==> src/rtl/mbtcp_pkg.sv <==
package mbtcp_pkg;

    // Input action codes
    localparam logic [1:0] ACT_START = 2'd0;
    localparam logic [1:0] ACT_BYTE  = 2'd1;
    localparam logic [1:0] ACT_FAIL  = 2'd2;

    // Result kind codes
    localparam logic [1:0] KIND_TX_BYTE = 2'd0;
    localparam logic [1:0] KIND_WORD    = 2'd1;
    localparam logic [1:0] KIND_STATUS  = 2'd2;

    // Final status codes
    localparam logic [2:0] ST_OK         = 3'd0;
    localparam logic [2:0] ST_BAD_QTY    = 3'd1;
    localparam logic [2:0] ST_RX_FAIL    = 3'd2;
    localparam logic [2:0] ST_TXN_MISM   = 3'd3;
    localparam logic [2:0] ST_UNIT_MISM  = 3'd4;
    localparam logic [2:0] ST_FUNC_MISM  = 3'd5;
    localparam logic [2:0] ST_COUNT_MISM = 3'd6;

    // Protocol constants
    localparam logic [7:0]  FC_READ_HOLD = 8'h03;
    localparam logic [7:0]  MBAP_LENGTH  = 8'h06;
    localparam logic [15:0] MAX_QUANTITY = 16'd125;
    localparam int          FRAME_BYTES  = 12;

    // Response byte positions that are checked
    localparam logic [8:0] POS_TXN_HI = 9'd0;
    localparam logic [8:0] POS_TXN_LO = 9'd1;
    localparam logic [8:0] POS_UNIT   = 9'd6;
    localparam logic [8:0] POS_FUNC   = 9'd7;
    localparam logic [8:0] POS_COUNT  = 9'd8;
    localparam logic [8:0] POS_DATA   = 9'd9;

    // Work handed from the front to the back
    typedef enum logic [1:0] {
        CMD_FRAME  = 2'd0,
        CMD_WORD   = 2'd1,
        CMD_STATUS = 2'd2
    } t_cmd_kind;

    typedef struct packed {
        t_cmd_kind   kind;
        logic [15:0] txn;
        logic [7:0]  unit;
        logic [15:0] addr;
        logic [6:0]  qty;
        logic [15:0] word;
        logic [6:0]  idx;
        logic [2:0]  status;
        logic        tail_status;
    } t_cmd;

endpackage

==> src/rtl/mbtcp_front.sv <==
module mbtcp_front (
    input  logic              i_clk,
    input  logic              i_rst_n,
    input  logic              i_valid,
    output logic              o_ready,
    input  logic [1:0]        i_action,
    input  logic [7:0]        i_unit_id,
    input  logic [15:0]       i_start_address,
    input  logic [15:0]       i_quantity,
    input  logic [7:0]        i_rx_byte,
    output logic              o_push,
    output mbtcp_pkg::t_cmd   o_cmd,
    input  logic              i_q_ready
);

    logic        r_busy, n_busy;
    logic [15:0] r_txn_ctr, n_txn_ctr;
    logic [15:0] r_pend_txn, n_pend_txn;
    logic [7:0]  r_pend_unit, n_pend_unit;
    logic [6:0]  r_pend_qty, n_pend_qty;
    logic [8:0]  r_byte_cnt, n_byte_cnt;
    logic [2:0]  r_err, n_err;
    logic [7:0]  r_hi, n_hi;

    logic        accept;
    logic [8:0]  end_pos;
    logic [8:0]  off;
    logic [15:0] txn_inc;

    assign o_ready = i_q_ready;
    assign accept  = i_valid && i_q_ready;
    assign end_pos = {1'b0, r_pend_qty, 1'b0} + 9'd8;
    assign off     = r_byte_cnt - mbtcp_pkg::POS_DATA;
    assign txn_inc = r_txn_ctr + 16'd1;

    // Hold transaction state
    always_ff @(posedge i_clk) begin
        if (!i_rst_n) begin
            r_busy      <= 1'b0;
            r_txn_ctr   <= '0;
            r_pend_txn  <= '0;
            r_pend_unit <= '0;
            r_pend_qty  <= '0;
            r_byte_cnt  <= '0;
            r_err       <= mbtcp_pkg::ST_OK;
            r_hi        <= '0;
        end else begin
            r_busy      <= n_busy;
            r_txn_ctr   <= n_txn_ctr;
            r_pend_txn  <= n_pend_txn;
            r_pend_unit <= n_pend_unit;
            r_pend_qty  <= n_pend_qty;
            r_byte_cnt  <= n_byte_cnt;
            r_err       <= n_err;
            r_hi        <= n_hi;
        end
    end

    // Classify the accepted word and build the command for the back
    always_comb begin
        n_busy      = r_busy;
        n_txn_ctr   = r_txn_ctr;
        n_pend_txn  = r_pend_txn;
        n_pend_unit = r_pend_unit;
        n_pend_qty  = r_pend_qty;
        n_byte_cnt  = r_byte_cnt;
        n_err       = r_err;
        n_hi        = r_hi;
        o_push      = 1'b0;
        o_cmd       = '0;
        o_cmd.kind  = mbtcp_pkg::CMD_STATUS;

        if (accept) begin
            priority if (i_action == mbtcp_pkg::ACT_START) begin
                n_busy = 1'b0;
                o_push = 1'b1;
                if (i_quantity == 16'd0 || i_quantity > mbtcp_pkg::MAX_QUANTITY) begin
                    o_cmd.kind   = mbtcp_pkg::CMD_STATUS;
                    o_cmd.status = mbtcp_pkg::ST_BAD_QTY;
                end else begin
                    n_txn_ctr   = txn_inc;
                    n_pend_txn  = txn_inc;
                    n_pend_unit = i_unit_id;
                    n_pend_qty  = i_quantity[6:0];
                    n_byte_cnt  = '0;
                    n_err       = mbtcp_pkg::ST_OK;
                    n_hi        = '0;
                    n_busy      = 1'b1;
                    o_cmd.kind  = mbtcp_pkg::CMD_FRAME;
                    o_cmd.txn   = txn_inc;
                    o_cmd.unit  = i_unit_id;
                    o_cmd.addr  = i_start_address;
                    o_cmd.qty   = i_quantity[6:0];
                end
            end else if (i_action == mbtcp_pkg::ACT_FAIL) begin
                if (r_busy) begin
                    n_busy       = 1'b0;
                    o_push       = 1'b1;
                    o_cmd.kind   = mbtcp_pkg::CMD_STATUS;
                    o_cmd.status = mbtcp_pkg::ST_RX_FAIL;
                end
            end else if (i_action == mbtcp_pkg::ACT_BYTE && r_busy) begin
                // check header fields, first failure sticks
                unique case (r_byte_cnt)
                    mbtcp_pkg::POS_TXN_HI: begin
                        if (r_err == mbtcp_pkg::ST_OK && i_rx_byte != r_pend_txn[15:8])
                            n_err = mbtcp_pkg::ST_TXN_MISM;
                    end
                    mbtcp_pkg::POS_TXN_LO: begin
                        if (r_err == mbtcp_pkg::ST_OK && i_rx_byte != r_pend_txn[7:0])
                            n_err = mbtcp_pkg::ST_TXN_MISM;
                    end
                    mbtcp_pkg::POS_UNIT: begin
                        if (r_err == mbtcp_pkg::ST_OK && i_rx_byte != r_pend_unit)
                            n_err = mbtcp_pkg::ST_UNIT_MISM;
                    end
                    mbtcp_pkg::POS_FUNC: begin
                        if (r_err == mbtcp_pkg::ST_OK && i_rx_byte != mbtcp_pkg::FC_READ_HOLD)
                            n_err = mbtcp_pkg::ST_FUNC_MISM;
                    end
                    mbtcp_pkg::POS_COUNT: begin
                        if (r_err == mbtcp_pkg::ST_OK && i_rx_byte != {r_pend_qty, 1'b0})
                            n_err = mbtcp_pkg::ST_COUNT_MISM;
                    end
                    default: begin
                        // data area: high byte held, word sent on low byte
                        if (r_byte_cnt >= mbtcp_pkg::POS_DATA) begin
                            if (!off[0]) begin
                                n_hi = i_rx_byte;
                            end else if (r_err == mbtcp_pkg::ST_OK) begin
                                o_push     = 1'b1;
                                o_cmd.kind = mbtcp_pkg::CMD_WORD;
                                o_cmd.word = {r_hi, i_rx_byte};
                                o_cmd.idx  = off[7:1];
                            end
                        end
                    end
                endcase

                n_byte_cnt = r_byte_cnt + 9'd1;

                // close the run on the last response byte
                if (r_byte_cnt >= end_pos) begin
                    n_busy = 1'b0;
                    if (o_push) begin
                        o_cmd.tail_status = 1'b1;
                        o_cmd.status      = n_err;
                    end else begin
                        o_push       = 1'b1;
                        o_cmd.kind   = mbtcp_pkg::CMD_STATUS;
                        o_cmd.status = n_err;
                    end
                end
            end else begin
                // drop response bytes while idle and unknown actions
            end
        end
    end

    a_busy_qty_legal: assert property (@(posedge i_clk) disable iff (!i_rst_n)
        r_busy |-> (r_pend_qty != 7'd0 && {9'd0, r_pend_qty} <= mbtcp_pkg::MAX_QUANTITY))
        else $error("busy with an illegal pending quantity");

    a_count_in_range: assert property (@(posedge i_clk) disable iff (!i_rst_n)
        r_busy |-> r_byte_cnt <= end_pos)
        else $error("response byte count ran past the frame end");

    a_frame_sets_busy: assert property (@(posedge i_clk) disable iff (!i_rst_n)
        (o_push && o_cmd.kind == mbtcp_pkg::CMD_FRAME) |=> (r_busy && r_byte_cnt == 9'd0))
        else $error("request sent without opening a transaction");

    a_push_fits: assert property (@(posedge i_clk) disable iff (!i_rst_n)
        o_push |-> i_q_ready)
        else $error("command pushed into a full queue");

endmodule

==> src/rtl/mbtcp_queue.sv <==
module mbtcp_queue #(
    parameter int DEPTH = 4
) (
    input  logic              i_clk,
    input  logic              i_rst_n,
    input  logic              i_push,
    input  mbtcp_pkg::t_cmd   i_cmd,
    output logic              o_ready,
    input  logic              i_pop,
    output mbtcp_pkg::t_cmd   o_head,
    output logic              o_head_valid
);

    localparam int PW = (DEPTH > 1) ? $clog2(DEPTH) : 1;
    localparam int CW = $clog2(DEPTH + 1);

    mbtcp_pkg::t_cmd r_mem [DEPTH];
    logic [PW-1:0]   r_wr, r_rd;
    logic [CW-1:0]   r_cnt;
    logic            do_push, do_pop;

    assign o_ready      = r_cnt != CW'(DEPTH);
    assign o_head_valid = r_cnt != '0;
    assign o_head       = r_mem[r_rd];
    assign do_push      = i_push && o_ready;
    assign do_pop       = i_pop && o_head_valid;

    // Store pushed commands
    always_ff @(posedge i_clk) begin
        if (do_push) begin
            r_mem[r_wr] <= i_cmd;
        end
    end

    // Advance pointers and fill count
    always_ff @(posedge i_clk) begin
        if (!i_rst_n) begin
            r_wr  <= '0;
            r_rd  <= '0;
            r_cnt <= '0;
        end else begin
            if (do_push) begin
                r_wr <= (r_wr == PW'(DEPTH - 1)) ? '0 : r_wr + PW'(1);
            end
            if (do_pop) begin
                r_rd <= (r_rd == PW'(DEPTH - 1)) ? '0 : r_rd + PW'(1);
            end
            if (do_push && !do_pop) begin
                r_cnt <= r_cnt + CW'(1);
            end else if (do_pop && !do_push) begin
                r_cnt <= r_cnt - CW'(1);
            end
        end
    end

endmodule

==> src/rtl/mbtcp_back.sv <==
module mbtcp_back (
    input  logic              i_clk,
    input  logic              i_rst_n,
    input  mbtcp_pkg::t_cmd   i_head,
    input  logic              i_head_valid,
    output logic              o_pop,
    output logic              o_valid,
    input  logic              i_ready,
    output logic [1:0]        o_kind,
    output logic [7:0]        o_tx_byte,
    output logic [15:0]       o_reg_word,
    output logic [6:0]        o_word_index,
    output logic [2:0]        o_status,
    output logic              o_last
);

    logic [3:0]  r_beat;
    logic        r_valid;
    logic [1:0]  r_kind;
    logic [7:0]  r_tx_byte;
    logic [15:0] r_reg_word;
    logic [6:0]  r_word_index;
    logic [2:0]  r_status;
    logic        r_last;

    logic        load;
    logic        beat_last;
    logic [1:0]  n_kind;
    logic [7:0]  n_tx_byte;
    logic [15:0] n_reg_word;
    logic [6:0]  n_word_index;
    logic [2:0]  n_status;
    logic        n_last;

    assign load  = i_head_valid && (!r_valid || i_ready);
    assign o_pop = load && beat_last;

    // Pick the result word for the current beat of the head command
    always_comb begin
        beat_last    = 1'b1;
        n_kind       = mbtcp_pkg::KIND_STATUS;
        n_tx_byte    = '0;
        n_reg_word   = '0;
        n_word_index = '0;
        n_status     = '0;
        n_last       = 1'b0;
        unique case (i_head.kind)
            mbtcp_pkg::CMD_FRAME: begin
                beat_last = r_beat == 4'(mbtcp_pkg::FRAME_BYTES - 1);
                n_kind    = mbtcp_pkg::KIND_TX_BYTE;
                n_last    = beat_last;
                unique case (r_beat)
                    4'd0:    n_tx_byte = i_head.txn[15:8];
                    4'd1:    n_tx_byte = i_head.txn[7:0];
                    4'd5:    n_tx_byte = mbtcp_pkg::MBAP_LENGTH;
                    4'd6:    n_tx_byte = i_head.unit;
                    4'd7:    n_tx_byte = mbtcp_pkg::FC_READ_HOLD;
                    4'd8:    n_tx_byte = i_head.addr[15:8];
                    4'd9:    n_tx_byte = i_head.addr[7:0];
                    4'd11:   n_tx_byte = {1'b0, i_head.qty};
                    default: n_tx_byte = '0;
                endcase
            end
            mbtcp_pkg::CMD_WORD: begin
                if (i_head.tail_status && r_beat != 4'd0) begin
                    n_kind   = mbtcp_pkg::KIND_STATUS;
                    n_status = i_head.status;
                    n_last   = 1'b1;
                end else begin
                    beat_last    = !i_head.tail_status;
                    n_kind       = mbtcp_pkg::KIND_WORD;
                    n_reg_word   = i_head.word;
                    n_word_index = i_head.idx;
                end
            end
            default: begin
                n_kind   = mbtcp_pkg::KIND_STATUS;
                n_status = i_head.status;
                n_last   = 1'b1;
            end
        endcase
    end

    // Advance the beat counter and the output valid
    always_ff @(posedge i_clk) begin
        if (!i_rst_n) begin
            r_beat  <= '0;
            r_valid <= 1'b0;
        end else begin
            if (load) begin
                r_beat <= beat_last ? 4'd0 : r_beat + 4'd1;
            end
            if (load) begin
                r_valid <= 1'b1;
            end else if (i_ready) begin
                r_valid <= 1'b0;
            end
        end
    end

    // Hold the output word until taken
    always_ff @(posedge i_clk) begin
        if (load) begin
            r_kind       <= n_kind;
            r_tx_byte    <= n_tx_byte;
            r_reg_word   <= n_reg_word;
            r_word_index <= n_word_index;
            r_status     <= n_status;
            r_last       <= n_last;
        end
    end

    assign o_valid      = r_valid;
    assign o_kind       = r_kind;
    assign o_tx_byte    = r_tx_byte;
    assign o_reg_word   = r_reg_word;
    assign o_word_index = r_word_index;
    assign o_status     = r_status;
    assign o_last       = r_last;

    a_beat_range: assert property (@(posedge i_clk) disable iff (!i_rst_n)
        r_beat < 4'(mbtcp_pkg::FRAME_BYTES))
        else $error("frame beat counter out of range");

    a_beat_idle_zero: assert property (@(posedge i_clk) disable iff (!i_rst_n)
        !i_head_valid |-> r_beat == 4'd0)
        else $error("beat counter left mid-command with an empty queue");

endmodule

==> src/rtl/modbus_tcp_read_holding_master_top.sv <==
// Modbus TCP master for function 03 (read holding registers). The block takes one input
// word per cycle while the queue has room: a start (checks quantity 1..125, bumps the
// transaction id and emits the 12 request bytes, last byte flagged), a response byte
// (header checked in order txn id, unit, function, byte count; each register word is
// emitted on its low byte while no error is pending, and a final status with last follows
// byte 9+2*quantity), or a link failure (status 2 if a transaction is open). The front
// classifies and updates transaction state in the cycle the word is accepted and queues a
// command; the back turns each command into registered result words at one per cycle
// while the output is taken. Response bytes yield at most 2 words each and sustain one per
// cycle; the QUEUE_DEPTH-entry queue sets how long input flows as a request frame drains.
module modbus_tcp_read_holding_master_top #(
    parameter int QUEUE_DEPTH = 4
) (
    input  logic        i_clk,
    input  logic        i_rst_n,
    input  logic        i_valid,
    output logic        o_ready,
    input  logic [1:0]  i_action,
    input  logic [7:0]  i_unit_id,
    input  logic [15:0] i_start_address,
    input  logic [15:0] i_quantity,
    input  logic [7:0]  i_rx_byte,
    output logic        o_valid,
    input  logic        i_ready,
    output logic [1:0]  o_kind,
    output logic [7:0]  o_tx_byte,
    output logic [15:0] o_reg_word,
    output logic [6:0]  o_word_index,
    output logic [2:0]  o_status,
    output logic        o_last
);

    logic            push, q_ready, pop, head_valid;
    mbtcp_pkg::t_cmd cmd, head;

    mbtcp_front u_front (
        .i_clk           (i_clk),
        .i_rst_n         (i_rst_n),
        .i_valid         (i_valid),
        .o_ready         (o_ready),
        .i_action        (i_action),
        .i_unit_id       (i_unit_id),
        .i_start_address (i_start_address),
        .i_quantity      (i_quantity),
        .i_rx_byte       (i_rx_byte),
        .o_push          (push),
        .o_cmd           (cmd),
        .i_q_ready       (q_ready)
    );

    mbtcp_queue #(
        .DEPTH (QUEUE_DEPTH)
    ) u_queue (
        .i_clk        (i_clk),
        .i_rst_n      (i_rst_n),
        .i_push       (push),
        .i_cmd        (cmd),
        .o_ready      (q_ready),
        .i_pop        (pop),
        .o_head       (head),
        .o_head_valid (head_valid)
    );

    mbtcp_back u_back (
        .i_clk        (i_clk),
        .i_rst_n      (i_rst_n),
        .i_head       (head),
        .i_head_valid (head_valid),
        .o_pop        (pop),
        .o_valid      (o_valid),
        .i_ready      (i_ready),
        .o_kind       (o_kind),
        .o_tx_byte    (o_tx_byte),
        .o_reg_word   (o_reg_word),
        .o_word_index (o_word_index),
        .o_status     (o_status),
        .o_last       (o_last)
    );

endmodule
==> config.mk <==
export PLATFORM = sky130hd
export DESIGN_NAME = modbus_tcp_read_holding_master_top
export DESIGN_NICKNAME = d
export VERILOG_FILES = /design/src/rtl/mbtcp_pkg.sv /design/src/rtl/mbtcp_front.sv /design/src/rtl/mbtcp_queue.sv /design/src/rtl/mbtcp_back.sv /design/src/rtl/modbus_tcp_read_holding_master_top.sv
export SDC_FILE = /design/constraint.sdc
export NUM_CORES = 1
export LEC_CHECK = 0
export BUFFER_PORTS_ARGS = -buffer_cell sky130_fd_sc_hd__clkbuf_2
export CORE_MARGIN = 1
export CORE_UTILIZATION = 35
export DETAILED_ROUTE_END_ITERATION = 12
export PLACE_DENSITY = 0.5
export SYNTH_ARGS = -nofsm -noshare
export SYNTH_HDL_FRONTEND = slang
export SYNTH_SLANG_ARGS = --single-unit
==> constraint.sdc <==
create_clock -name i_clk -period 7.9 [get_ports i_clk]
set_input_delay 1.58 -clock i_clk [delete_from_list [all_inputs] [get_ports i_clk]]
set_output_delay 1.58 -clock i_clk [all_outputs]
set_load 0.1 [all_outputs]
==> impl_metrics.ini <==
[status]
status = finished clean

[layout]
fin_nets = 1315
final_common_cell = edfxtp_1
antenna_cells = 0
post-route-util_pct = 41.2
mostFrequentLayoutCells = edfxtp_1, clkbuf_2, nand2_1
drive_gt1_share_pct = 20.5
syn_to_final_growth_pct = 15.1

[drt]
firstDrtPassIters = 5
routedWlPerCell_um = 20.9
routed_wl_um = 40200
drt_iter0_drc = 691
drtAntennaViolNets = 0
vias = 9762
drc = 0
via_per_inst = 5.07

[critical_path]
path_depth = 11
crit_family = simple AND/OR/NAND/NOR gates
worstPathArrival_ps = 4220
worstSetupPathType = reg -> reg
max_stage_delay_ps = 790
timing.rr.start = u_front.r_pend_qty[2]$_SDFFE_PN0P_
crit_chain = ha_1 -> nand3_1 -> xor2_1 -> ha_1 -> nand2_1 -> nor2_1 -> o21ai_0 -> nor2b_1 -> o311a_1 -> nor2b_4 -> buf_4
crit_path_end_kind = flop
setup.worst_path.start = u_front.r_pend_qty[2]$_SDFFE_PN0P_
r2r_cells = 11
path_buf_inv = 1
r2r_slack_ps = 3860
crit_top_cell = ha_1
r2r-end = u_queue.r_mem[0][56]$_DFFE_PP_
worstPathRequired_ps = 8080
cp-start-kind = flop
critPathMaxFanout = 57
cpMaxStageDelayCell = buf_4
cp-endpoint = u_queue.r_mem[0][56]$_DFFE_PP_

[cts]
clk_pin_slew_ps = 60
clock_sink_count = 407
clk_latency_ps = 560
postCtsHoldBufs = 0
clockRootBuffer = clkbuf_16
postCtsSetupRepairBufs = 0
clk_path_buf_depth = 3
tritoncts = built
cts_buffers = 43
cts_resized = 0
htree_levels = 2

[global_route]
grt_pass1_wl_um = 61200
grt_overflow_total = 0
grt_max_degree = 58
grt_pass1_vias = 9844
grt-busiest-layer = met2
met2_usage_pct = 26.5
grt_usage_pct = 16.4
gr-usage-met3_pct = 3.08
antenna_found_initial = 0
use_met1_pct = 22.6

[power_and_ir_drop]
p_sw_share_pct = 34.1
clockPowerShare_pct = 32.1
pwr-share-seq_pct = 41.4
p_per_area_nw_per_um2 = 317
p_leak_nw = 6.86
p_int_mw = 4.14
ir_drop_mv = 0.214
comb_power_share_pct = 26.5
p_sw_mw = 2.14

[logic_synthesis]
synth_top_area_cell = edfxtp_1
muxShareOfSynthArea_pct = 10.6
syn-cell-area_um2 = 17200
synth_top_cells_by_area = edfxtp_1, mux4_2, dfxtp_1, xnor2_1, nand2_1
yosysUniqueCellTypes = 64
syn_inst = 1150
synth_edf_count = 341
ys_ff_latch = 407
yosysTopAreaCellShare_pct = 59.5
synth_compound_area_share_pct = 4.62
ys.warnings.count = 0
synth_xor_area_share_pct = 3.61
syn_avg_cell_area_um2 = 15.0
syn_nets = 1230
synthAdderAreaFrac_pct = 1.93
yosysSeqAreaShare_pct = 67.2
synthFlopType = edfxtp_1
synth_top_family_by_area = multiplexers
yosys.area_share.simple_pct = 9.76
async_flop_share_pct = 0

[placement]
gp_congestion = 0.844
dp_hpwl_um = 25800
io_buffer_count = 92
place_ws_ps = 3290

[sta]
max_freq_mhz = 248
setup_violations = 0
fin_tns_setup_ps = 0
rsz0062_at_grt = false
fin_crit_ps = 4040
setup_ws_ps = 3860
slew_headroom_pct = 26.6
whs_ps = 457
worst_pin_slew_ps = 1100
finalHoldViolCount = 0
finalCritPeriodShare_pct = 51.1
slew_violations = 0
fin_skew_ps = 12.4

[hold_path]
hold_path.class = reg -> reg

[floorplan]
die_x_um = 224
num_rows = 80
coreArea_um2 = 48100
die_y_um = 224
die-area_um2 = 50100
initial_utilization_pct = 35.8
ios = 93

[run]
maxCapViolCount = 0
[through the flow]
step	std cells	cell area, um^2	total power [mW]
global route	1926	19800	6.53
detailed placement	1846	18400	4.35
floorplan	1150	17200	3.98
CTS	1926	19800	6.38
global placement	1846	18400	4.35
finish	1926	19800	6.28
[state kept, by name (all words and copies together) (netlist names), 3 cells and up, named ones only]
signal	cells
u_queue.r_mem	304
u_back.o_reg_word	16
u_front.r_txn_ctr	16
u_front.r_byte_cnt	9
u_back.o_tx_byte	8
u_front.r_hi	8
u_front.r_pend_unit	8
u_back.o_word_index	7
u_front.r_pend_qty	7
u_back.r_beat	4
u_back.o_status	3
u_front.r_err	3
u_queue.r_cnt	3
[kinds of logic after synthesis]
logic type	after synthesis
AO/OA/AOI/OAI	124
XOR/XNOR	71
adder cells (fa/ha/maj)	26
buffers and inverters	100
flip-flops	407
multiplexers	96
AND/OR/NAND/NOR	326
[power groups by stage]
stage | Combinational, mW | Sequential (mW) | Clock (mW)
2_1_floorplan | 0.721 | 3.26 | 0
3_3_place_gp | 1.70 | 2.65 | 0
3_5_place_dp | 1.69 | 2.66 | 0
4_1_cts | 1.70 | 2.61 | 2.07
5_1_grt | 1.76 | 2.63 | 2.15
6_report | 1.67 | 2.60 | 2.02
[cell type report]
class / count / area, um^2
clock buffers: 57 / 1170
clock inverters: 23 / 244
fillers: 4412 / 28300
inverters: 34 / 128
multi-input cells: 643 / 5310
flip-flops and latches: 407 / 11600
well taps: 656 / 821
repair buffers: 106 / 578
[cells in the mapped netlist (2+ instances only)]
library cell,instances
xor2_1,29
and2_1,39
o211ai_1,3
clkbuf_1,50
nor3_1,7
mux2_2,2
dfxtp_1,66
mux4_2,69
ha_1,25
mux2i_1,25
inv_1,33
nor2b_1,37
nor4_1,8
nand2_1,85
buf_1,3
nand3_1,29
o2111ai_1,2
o2bb2ai_1,2
or3b_2,2
o31ai_1,2
a22o_1,2
a21oi_1,41
nand4_1,12
a32oi_1,10
a22oi_1,5
nand2b_1,4
nor2_1,60
xnor2_1,42
edfxtp_1,341
o21ai_0,25
o22ai_1,4
o221ai_1,3
a31oi_1,11
or3_1,13
buf_2,12
a41oi_1,2
o21a_1,2
and3_1,11
or4_1,7
[tightest hold or removal path: stages (launching register included)]
cell     delay, ps
dfxtp_1        310
nand2_1         50
mux2i_1         50
[routing by layer]
layer,vias to the layer above,share of wire [%]
li1,4519,-
met1,4978,46
met2,212,48
met3,53,4.6
met4,0,1.8
met5,-,0
[worst min-delay path by stage]
stage | from | endpoint | slack (ps) | depth (start not counted)
after global placement | u_front.r_hi[5]$_SDFFE_PN0P_ | u_front.r_hi[5]$_SDFFE_PN0P_ | 440 | 2
after floorplan | u_front.r_hi[0]$_SDFFE_PN0P_ | u_front.r_hi[0]$_SDFFE_PN0P_ | 430 | 2
final | u_front.r_hi[3]$_SDFFE_PN0P_ | u_front.r_hi[3]$_SDFFE_PN0P_ | 460 | 2
after detailed placement | u_front.r_hi[5]$_SDFFE_PN0P_ | u_front.r_hi[5]$_SDFFE_PN0P_ | 450 | 2
after CTS | u_front.r_hi[3]$_SDFFE_PN0P_ | u_front.r_hi[3]$_SDFFE_PN0P_ | 460 | 2
after global routing | u_front.r_hi[7]$_SDFFE_PN0P_ | u_front.r_hi[7]$_SDFFE_PN0P_ | 480 | 2
No activity file was read; power rests on OpenSTA's default activity.
